`config.mk`:
```
export PLATFORM = sky130hd
export DESIGN_NAME = line_tokenizer_with_checksum_core
export DESIGN_NICKNAME = d
export VERILOG_FILES = /design/src/design/ltc_pkg.sv /design/src/design/ltc_parse.sv /design/src/design/ltc_out_seq.sv /design/src/design/line_tokenizer_with_checksum_core.sv
export VERILOG_INCLUDE_DIRS = /design/src /design/src/design
export SDC_FILE = /design/constraint.sdc
export NUM_CORES = 1
export LEC_CHECK = 0
export ABC_AREA = 1
export BUFFER_PORTS_ARGS = -buffer_cell sky130_fd_sc_hd__buf_2
export CORE_MARGIN = 2
export CORE_UTILIZATION = 55
export DETAILED_ROUTE_END_ITERATION = 12
export PLACE_DENSITY = 0.74
export SLEW_MARGIN = 10
export SYNTH_ARGS = -nofsm -noshare
export SYNTH_HDL_FRONTEND = slang
export SYNTH_SLANG_ARGS = --single-unit
```
`constraint.sdc`:
```
create_clock -name aclk -period 3.1 [get_ports aclk]
set_clock_uncertainty 0.2 [all_clocks]
set_input_delay 0.62 -clock aclk [delete_from_list [all_inputs] [get_ports aclk]]
set_output_delay 0.62 -clock aclk [all_outputs]
set_load 0.01 [all_outputs]
```
`src/design/assert_macros.svh`:
```
// Assertion macros shared by the tokenizer RTL.
// Depends on: nothing; the user module must have aclk and aresetn.
`ifndef ASSERT_MACROS_SVH
`define ASSERT_MACROS_SVH

// Combinational property, checked at every rising clock edge out of reset.
`define ASSERT_ALWAYS(label, expr, msg) \
    label: assert property (@(posedge aclk) disable iff (!aresetn) (expr)) else $error(msg);

// Antecedent this cycle implies consequent next cycle.
`define ASSERT_NEXT(label, ante, cons, msg) \
    label: assert property (@(posedge aclk) disable iff (!aresetn) (ante) |=> (cons)) \
        else $error(msg);

`endif

```
`src/design/ltc_pkg.sv`:
```
// Package for the line tokenizer with checksum: beat types, result kinds, byte codes.
// Depends on: nothing.
`default_nettype none

package ltc_pkg;

    localparam int SUM_W  = 64;
    localparam int BYTE_W = 8;
    localparam int MASK_W = 4;   // one bit per result kind

    localparam logic [BYTE_W-1:0] BYTE_LF    = 8'd10;
    localparam logic [BYTE_W-1:0] BYTE_CR    = 8'd13;
    localparam logic [BYTE_W-1:0] BYTE_HASH  = 8'd35;
    localparam logic [BYTE_W-1:0] BYTE_SPACE = 8'd32;

    // checksum * 31 = (checksum << HASH_SHIFT) - checksum
    localparam int HASH_SHIFT = 5;

    typedef enum logic [1:0] {
        KIND_TOKEN_BYTE = 2'd0,
        KIND_END_TOKEN  = 2'd1,
        KIND_END_LINE   = 2'd2,
        KIND_END_INPUT  = 2'd3
    } kind_t;

    typedef struct packed {
        logic [BYTE_W-1:0] in_byte;
        logic              end_of_input;
    } ltc_in_t;

    typedef struct packed {
        kind_t             kind;
        logic [BYTE_W-1:0] token_byte;
        logic [SUM_W-1:0]  running_sum;
        logic              last;
    } ltc_out_t;

    // All results of one input beat; mask bit k set means a result of kind k.
    typedef struct packed {
        logic [MASK_W-1:0] mask;
        logic [BYTE_W-1:0] token_byte;
        logic [SUM_W-1:0]  running_sum;
    } ltc_bundle_t;

endpackage

`default_nettype wire

```
`src/design/ltc_parse.sv`:
```
// Tokenizer state and per-beat step: checksum update, line/token flags, result mask.
// Depends on: ltc_pkg, assert_macros.svh.
`default_nettype none
`include "assert_macros.svh"

module ltc_parse import ltc_pkg::*; (
    input  wire logic        aclk,
    input  wire logic        aresetn,
    input  wire logic        step_en,
    input  wire ltc_in_t     item,
    output ltc_bundle_t      bundle
);

    logic [SUM_W-1:0] checksum_reg, checksum_next;
    logic line_nonempty_reg, line_nonempty_next;
    logic comment_line_reg, comment_line_next;
    logic inside_token_reg, inside_token_next;
    logic line_has_token_reg, line_has_token_next;

    logic [SUM_W-1:0] sum_hashed;
    logic             is_eol;

    assign sum_hashed = (checksum_reg << HASH_SHIFT) - checksum_reg
                        + {{(SUM_W-BYTE_W){1'b0}}, item.in_byte};
    assign is_eol = (item.in_byte == BYTE_LF) || (item.in_byte == BYTE_CR);

    always_comb begin
        checksum_next       = checksum_reg;
        line_nonempty_next  = line_nonempty_reg;
        comment_line_next   = comment_line_reg;
        inside_token_next   = inside_token_reg;
        line_has_token_next = line_has_token_reg;
        bundle.mask         = '0;
        bundle.token_byte   = '0;
        bundle.running_sum  = checksum_reg;

        if (item.end_of_input || is_eol) begin
            bundle.mask[KIND_END_TOKEN] = inside_token_reg;
            bundle.mask[KIND_END_LINE]  = line_has_token_reg;
            bundle.mask[KIND_END_INPUT] = item.end_of_input;
            line_nonempty_next  = 1'b0;
            comment_line_next   = 1'b0;
            inside_token_next   = 1'b0;
            line_has_token_next = 1'b0;
        end else begin
            line_nonempty_next = 1'b1;
            if (!line_nonempty_reg) begin
                comment_line_next = (item.in_byte == BYTE_HASH);
            end
            if (!comment_line_next) begin
                if (item.in_byte <= BYTE_SPACE) begin
                    bundle.mask[KIND_END_TOKEN] = inside_token_reg;
                    inside_token_next = 1'b0;
                end else begin
                    bundle.mask[KIND_TOKEN_BYTE] = 1'b1;
                    bundle.token_byte   = item.in_byte;
                    inside_token_next   = 1'b1;
                    line_has_token_next = 1'b1;
                end
            end
        end

        if (!item.end_of_input) begin
            checksum_next      = sum_hashed;
            bundle.running_sum = sum_hashed;
        end
    end

    always_ff @(posedge aclk) begin
        if (!aresetn) begin
            checksum_reg       <= '0;
            line_nonempty_reg  <= 1'b0;
            comment_line_reg   <= 1'b0;
            inside_token_reg   <= 1'b0;
            line_has_token_reg <= 1'b0;
        end else if (step_en) begin
            checksum_reg       <= checksum_next;
            line_nonempty_reg  <= line_nonempty_next;
            comment_line_reg   <= comment_line_next;
            inside_token_reg   <= inside_token_next;
            line_has_token_reg <= line_has_token_next;
        end
    end

    `ASSERT_ALWAYS(a_token_implies_line, !inside_token_reg || line_has_token_reg, "open token without line token flag")
    `ASSERT_ALWAYS(a_comment_no_token, !comment_line_reg || !line_has_token_reg, "token emitted on a comment line")

endmodule

`default_nettype wire

```
`src/design/ltc_out_seq.sv`:
```
// Result register: holds one beat's result mask and sends its results in kind order.
// Depends on: ltc_pkg, assert_macros.svh.
`default_nettype none
`include "assert_macros.svh"

module ltc_out_seq import ltc_pkg::*; (
    input  wire logic         aclk,
    input  wire logic         aresetn,
    input  wire logic         load,
    input  wire ltc_bundle_t  bundle,
    output logic              out_free,
    output logic              m_valid,
    input  wire logic         m_ready,
    output ltc_out_t          m_payload
);

    logic [MASK_W-1:0] mask_reg, mask_next;
    logic [BYTE_W-1:0] token_byte_reg;
    logic [SUM_W-1:0]  sum_reg;
    logic [MASK_W-1:0] rest_mask;
    kind_t             kind_cur;

    assign rest_mask = mask_reg & (mask_reg - MASK_W'(1));
    assign m_valid   = (mask_reg != '0);
    assign out_free  = !m_valid || (m_ready && (rest_mask == '0));

    always_comb begin
        if (mask_reg[KIND_TOKEN_BYTE]) begin
            kind_cur = KIND_TOKEN_BYTE;
        end else if (mask_reg[KIND_END_TOKEN]) begin
            kind_cur = KIND_END_TOKEN;
        end else if (mask_reg[KIND_END_LINE]) begin
            kind_cur = KIND_END_LINE;
        end else begin
            kind_cur = KIND_END_INPUT;
        end
    end

    always_comb begin
        m_payload.kind        = kind_cur;
        m_payload.token_byte  = token_byte_reg;
        m_payload.running_sum = sum_reg;
        m_payload.last        = (rest_mask == '0);
    end

    always_comb begin
        mask_next = mask_reg;
        if (load) begin
            mask_next = bundle.mask;
        end else if (m_valid && m_ready) begin
            mask_next = rest_mask;
        end
    end

    always_ff @(posedge aclk) begin
        if (!aresetn) begin
            mask_reg <= '0;
        end else begin
            mask_reg <= mask_next;
        end
    end

    always_ff @(posedge aclk) begin
        if (load) begin
            token_byte_reg <= bundle.token_byte;
            sum_reg        <= bundle.running_sum;
        end
    end

    `ASSERT_ALWAYS(a_byte_alone, !mask_reg[KIND_TOKEN_BYTE] || (mask_reg[MASK_W-1:1] == '0), "token byte shares a beat")
    `ASSERT_ALWAYS(a_load_when_free, !load || out_free, "result register overwritten")
    `ASSERT_NEXT(a_more_follow, m_valid && m_ready && !m_payload.last, m_valid, "result of a beat lost")

endmodule

`default_nettype wire

```
`src/design/line_tokenizer_with_checksum_core.sv`:
```
// Top level of the line tokenizer with 64-bit checksum: input register, step, result register.
// Depends on: ltc_pkg, ltc_parse, ltc_out_seq, assert_macros.svh.
`default_nettype none
`include "assert_macros.svh"

// One byte (or end-of-input mark) per s_ beat; results leave on m_ one per beat in order
// token byte, end of token, end of line, end of input. An accepted beat is registered in the
// input register, then stepped and loaded into the result register. Throughput is one input
// beat per cycle while each beat yields at most one result and m_ready is high. A beat with
// more (a line end up to two, end of input up to three) holds the result register, which
// sends one result per cycle. Beats that yield no result pass without occupying the output.

module line_tokenizer_with_checksum_core import ltc_pkg::*; (
    input  wire logic      aclk,
    input  wire logic      aresetn,
    input  wire logic      s_valid,
    output logic           s_ready,
    input  wire ltc_in_t   s_payload,
    output logic           m_valid,
    input  wire logic      m_ready,
    output ltc_out_t       m_payload
);

    logic        in_valid_reg, in_valid_next;
    ltc_in_t     in_item_reg;
    logic        out_free;
    logic        advance;
    ltc_bundle_t bundle;

    assign advance = in_valid_reg && out_free;
    assign s_ready = !in_valid_reg || out_free;

    always_comb begin
        in_valid_next = in_valid_reg;
        if (s_valid && s_ready) begin
            in_valid_next = 1'b1;
        end else if (advance) begin
            in_valid_next = 1'b0;
        end
    end

    always_ff @(posedge aclk) begin
        if (!aresetn) begin
            in_valid_reg <= 1'b0;
        end else begin
            in_valid_reg <= in_valid_next;
        end
    end

    always_ff @(posedge aclk) begin
        if (s_valid && s_ready) begin
            in_item_reg <= s_payload;
        end
    end

    ltc_parse u_parse (
        .aclk    (aclk),
        .aresetn (aresetn),
        .step_en (advance),
        .item    (in_item_reg),
        .bundle  (bundle)
    );

    ltc_out_seq u_out_seq (
        .aclk      (aclk),
        .aresetn   (aresetn),
        .load      (advance),
        .bundle    (bundle),
        .out_free  (out_free),
        .m_valid   (m_valid),
        .m_ready   (m_ready),
        .m_payload (m_payload)
    );

    `ASSERT_NEXT(a_held_item, in_valid_reg && !advance, in_valid_reg, "buffered beat dropped")

endmodule

`default_nettype wire

```
After elaboration in Yosys (flattened, before gate mapping)
Index checks and enable logic that the tools add are counted.
{"block": "op_classes", "add_sub_neg": 3, "multipliers": 0, "div_mod_pow": 0, "n_lt_le_gt_ge": 1, "n_eq_ne": 5, "shift": 0, "n_mux": 24, "n_bitwise": 1, "reduce_logical": 17}
{"operator": "64-bit by 8-bit adder with 64-bit output", "count": 1}
{"operator": "64-bit 2-to-1 mux", "count": 1}
{"operator": "64-bit subtractor", "count": 1}
{"operator": "9-bit 2-to-1 mux", "count": 2}
{"operator": "8-bit by 4-bit equality test with 1-bit output, second input constant", "count": 2}
{"operator": "1-bit 2-to-1 mux", "count": 15}
{"operator": "10-bit 2-to-1 mux", "count": 1}
{"operator": "8-bit by 6-bit equality test with 1-bit output, second input constant", "count": 1}
{"operator": "8-bit by 6-bit less-or-equal comparator with 1-bit output, second input constant", "count": 1}
{"operator": "4-bit 2-to-1 mux", "count": 2}
{"operator": "2-bit 2-to-1 mux", "count": 3}
{"operator": "4-bit AND", "count": 1}
{"operator": "1-bit logical AND", "count": 4}
{"operator": "4-bit logical NOT", "count": 1}
{"operator": "1-bit logical OR", "count": 4}
{"operator": "2-bit by 1-bit != test with 1-bit output, second input constant", "count": 2}
{"operator": "2-bit nonzero test", "count": 2}
{"operator": "4-bit nonzero test", "count": 1}
{"operator": "4-bit by 1-bit subtractor with 4-bit output, second input constant", "count": 1}
{"operator": "3-bit AND reduction", "count": 1}
{"operator": "3-bit OR reduction", "count": 1}
{"operator": "1-bit logical NOT", "count": 2}
{"operator": "2-bit AND reduction", "count": 1}
{"block": "totals", "reg_bits": 154, "latchBits": 0, "mem_bits_rw": 0, "rom_bits": 0, "input_bits": 13, "output_inout_bits": 77, "word_cells": 62, "mem_count": 0}

Longest topological paths before layout
{"block": "depth", "depth_word": 8, "mapped_depth": 21, "depth_no_buf": 21}

Cells and area by module
A second synthesis with hierarchy kept.
{"block": "hier_totals", "hier_cells": 2054, "hier_area_um2": 13121.3}
{"mod": "ltc_parse", "n_inst": 1, "cells_each": 1919, "area_each_um2": 10366.2, "seq_area_each_um2": 1361.3}
{"mod": "ltc_out_seq", "n_inst": 1, "cells_each": 117, "area_each_um2": 2426.1, "seq_area_each_um2": 2242.2}
{"mod": "line_tokenizer_with_checksum_core", "n_inst": 1, "cells_each": 18, "area_each_um2": 329.1, "seq_area_each_um2": 290.3}

Least setup slack after synthesis
No wires, ideal clock.
{"block": "synth_path", "path_type": "register to register", "start": "reg in_item_reg[8] in the netlist's numbering", "end": "reg u_out_seq.sum_reg[37] (data pin)", "setup_time_ns": 0.264, "arrival_ns": 2.271, "required_ns": 2.636, "setup_slack_ns": 0.366, "stages_incl_launch_ff": 18, "n_path_buf": 0, "synth_period_minus_slack_ns": 2.734, "path_cell_list": "edfxtp_1 > inv_1 > fa_1 > inv_1 > ha_1 > nand2_1 > inv_1 > nand2_1 > nand2_1 > a21oi_1 > nand2_1 > nand2_1 > nand2_1 > nand2_1 > nand2_1 > xor2_1 > nand2_1 > o21ai_0"}
{"item": "from (decl)", "line_no": "line_tokenizer_with_checksum_core.sv:25", "rtl": "ltc_in_t in_item_reg;"}
{"item": "from (signal assigned)", "line_no": "line_tokenizer_with_checksum_core.sv:52", "rtl": "in_item_reg <= s_payload;"}
{"item": "to (signal assigned)", "line_no": "ltc_out_seq.sv:66", "rtl": "sum_reg <= bundle.running_sum;"}
{"item": "to (decl)", "line_no": "ltc_out_seq.sv:19", "rtl": "logic [SUM_W-1:0] sum_reg;"}

==> run_results.csv <==
group,metric,value,unit
sta,fin_crit,3000,ps
floorplan,initial_utilization,55.8,%
place,dp.final_hpwl,30700,um
critical_path,arrival,2960,ps
synth,yosys_warnings,0,
route,vias_per_cell,5.19,
synth,synth.largest_area_cell,"nand2_1",
job,cap_violations,0,
pwr,power.leakage,8.12,nW
clock_tree,cts-root-buf,"clkbuf_16",
synth,syn_area_per_cell,6.42,sq um
route,vias,12461,
pwr,p_total,17.8,mW
route,drtIter0Drc,1005,
synth,yosysSeqAreaShare,30.9,%
critical_path,required,3060,ps
cells_and_area,drive_gt1_share,14.7,%
cells_and_area,nFillCells,2121,
synth,synth.distinct_cells,39,
critical_path,endpoint_kind,"flop",
grt,globalRoute.totalOverflow,0,
critical_path,crit_fanout,4,
cells_and_area,nets,2240,
synth,synth_nets,2101,
clock_tree,cts_tree,"yes",
sta,finalMaxSlewViolations,0,
synth,synth_edf_count,81,
clock_tree,clock-sinks,154,
floorplan,dieWidth,155,um
sta,slew_headroom,53.6,%
synth,synth_top_area_share,20.7,%
route,drt-wirelength-per-cell,16.2,um
grt,grt_pass1_vias,11874,
cells_and_area,antennaDiodeCount,0,
grt,antenna_found_initial,0,
clock_tree,numCtsBuffers,17,
sta,tightest_slew,697,ps
grt,grt_pass1_wl,61000,um
synth,yosys_register_bits,154,
sta,rsz0062_at_grt,"true",
synth,ys.flop_type,"edfxtp_1",
route,drtAntennaViolNets,0,
place,port_buffers,89,
clock_tree,htreeDepth,4,
clock_tree,path_clk_slew,80,ps
outcome,status,"completed",
grt,grt_max_degree,81,
critical_path,r2r_slack,100,ps
floorplan,io-pin-count,90,
sta,hold_viol,0,
sta,clock.fmax,0.333,GHz
critical_path,path_class,"reg -> reg",
sta,finalSetupViolCount,0,
route,drc,0,
floorplan,die_y,155,um
synth,synth_area_leaders,"nand2_1 (21%), edfxtp_1 (19%), inv_1 (13%)",
route,first_pass_iters,6,
floorplan,fp.coreArea,0.0226,sq mm
cells_and_area,postLayoutCoreUtil,65.6,%
cells_and_area,area_growth,17.6,%
route,wl,39000,um
synth,synthArstFlopShare,0,%
place,place.gp.congestion,0.976,
pwr,powerDensity,1200,mW/mm^2
hold_path,hold_class,"in -> reg",
synth,synthCells,1962,
synth,netlist_area,0.0126,sq mm
floorplan,rows,55,
sta,fin_crit_sh,96.8,%
clock_tree,clkLatencyLatePin,440,ps
critical_path,start_kind,"flop",
floorplan,dieArea,0.0241,sq mm
pwr,peakVddDrop,489,uV
grt,track_usage,32.4,%
clock_tree,clock_path_buffers,2,
worst paths after layout:
kind                                                  from                         end  cells past startpoint
worst max-delay path                        in_item_reg[6]       u_out_seq.sum_reg[34]                     15
worst min-delay path                          s_payload[7]              in_item_reg[7]                      1
worst max register to register              in_item_reg[6]       u_out_seq.sum_reg[34]                     15
worst min register to register  u_parse.line_has_token_reg  u_parse.line_has_token_reg                      2
layer usage:
metal	GRT usage [%]	wire length, um
met3	4.60	2260
met5	0	0
met4	8.82	814
met2	53.8	17600
met1	44.4	18300
stage by stage:
step,TNS [ps],hold slack [ps],instance area (sq um),std cells,setup WS (ps)
3_5_place_dp,-3780,260,13700,2357,-196
5_1_grt,-248,136,14800,2399,-36.1
4_1_cts,-106,142,14400,2392,-38.7
2_1_floorplan,0,239,12600,1962,366
3_3_place_gp,-1590,249,13700,2357,-130
6_report,0,149,14800,2399,99.1
critical path, stage by stage, from the launching register on:
cell and delay, ps:
edfxtp_1 440, fa_1 560, ha_4 230, nand2_1 70
nand2_1 70, buf_4 140, inv_1 80, nand2_2 100
nand2_1 70, nand2_1 80, nand2_1 130, nand2_4 100
a21oi_4 210, xor2_2 100, nand2_1 60, o21ai_0 100
power by group:
group	total (mW)	leakage [nW]	switching, mW	internal [mW]
Combinational	12.4	6.45	8.16	4.24
Clock	2.30	0.300	1.06	1.24
Sequential	3.13	1.37	0.266	2.86
cell usage after synthesis, types with 15 or more instances:
master    instances
inv_1           433
nand3_1         103
o21ai_0          65
xnor2_1          15
nor2_1          130
xor2_1           19
nand2_1         696
o21ai_1          15
edfxtp_1         81
dfxtp_1          73
a21oi_1         111
ha_1            122
final cells by class:
type                            instances  area [sq um]  share of cell area [%]
Sequential cell                       154          3900                    26.3
Timing Repair Buffer                  155           986                    6.65
Clock buffer                           17           425                    2.87
Tap cell                              285           357                    2.41
Inverter                              437          1640                    11.1
Multi-Input combinational cell       1336          7310                    49.3
Clock inverter                         15           199                    1.34
layout by cell type, fill, tap and decap left out, types with 3 or more instances in the layout:
cell / n
buf_12: 3
nand2_2: 35
a31oi_1: 4
o21ai_0: 63
o21ai_1: 17
ha_1: 113
nand2_4: 6
xor2_2: 3
nand2_1: 658
fa_1: 3
nor2_4: 5
nand3_2: 15
ha_2: 6
dfxtp_1: 70
a21oi_2: 7
a21oi_1: 102
buf_4: 61
xnor2_1: 14
inv_1: 427
buf_2: 89
o21bai_1: 6
nor3_1: 10
edfxtp_1: 81
nand4_1: 6
nor4_1: 3
inv_2: 9
clkbuf_16: 17
inv_8: 5
xor2_1: 16
ha_4: 3
o211ai_1: 5
dfxtp_2: 3
inv_6: 4
nand3_1: 87
nor2_1: 112
nor2_2: 16
logic make-up after synthesis:
| group | Yosys count | synth area share (%) |
|---|---|---|
| AO/OA/AOI/OAI | 212 | 8.84 |
| XOR/XNOR | 34 | 2.36 |
| adder cells (fa/ha/maj) | 126 | 12.8 |
| buffers and inverters | 472 | 14.6 |
| flip-flops | 154 | 30.9 |
| AND/OR/NAND/NOR | 964 | 30.6 |
timing repair:
item,in CTS,in global routing
buffers inserted,3,7
pin swaps,3,20
resized for setup,22,103
hold buffers,0,0
gates cloned,0,0
setup endpoints to repair,55,99
No activity file was read; power rests on OpenSTA's default activity.
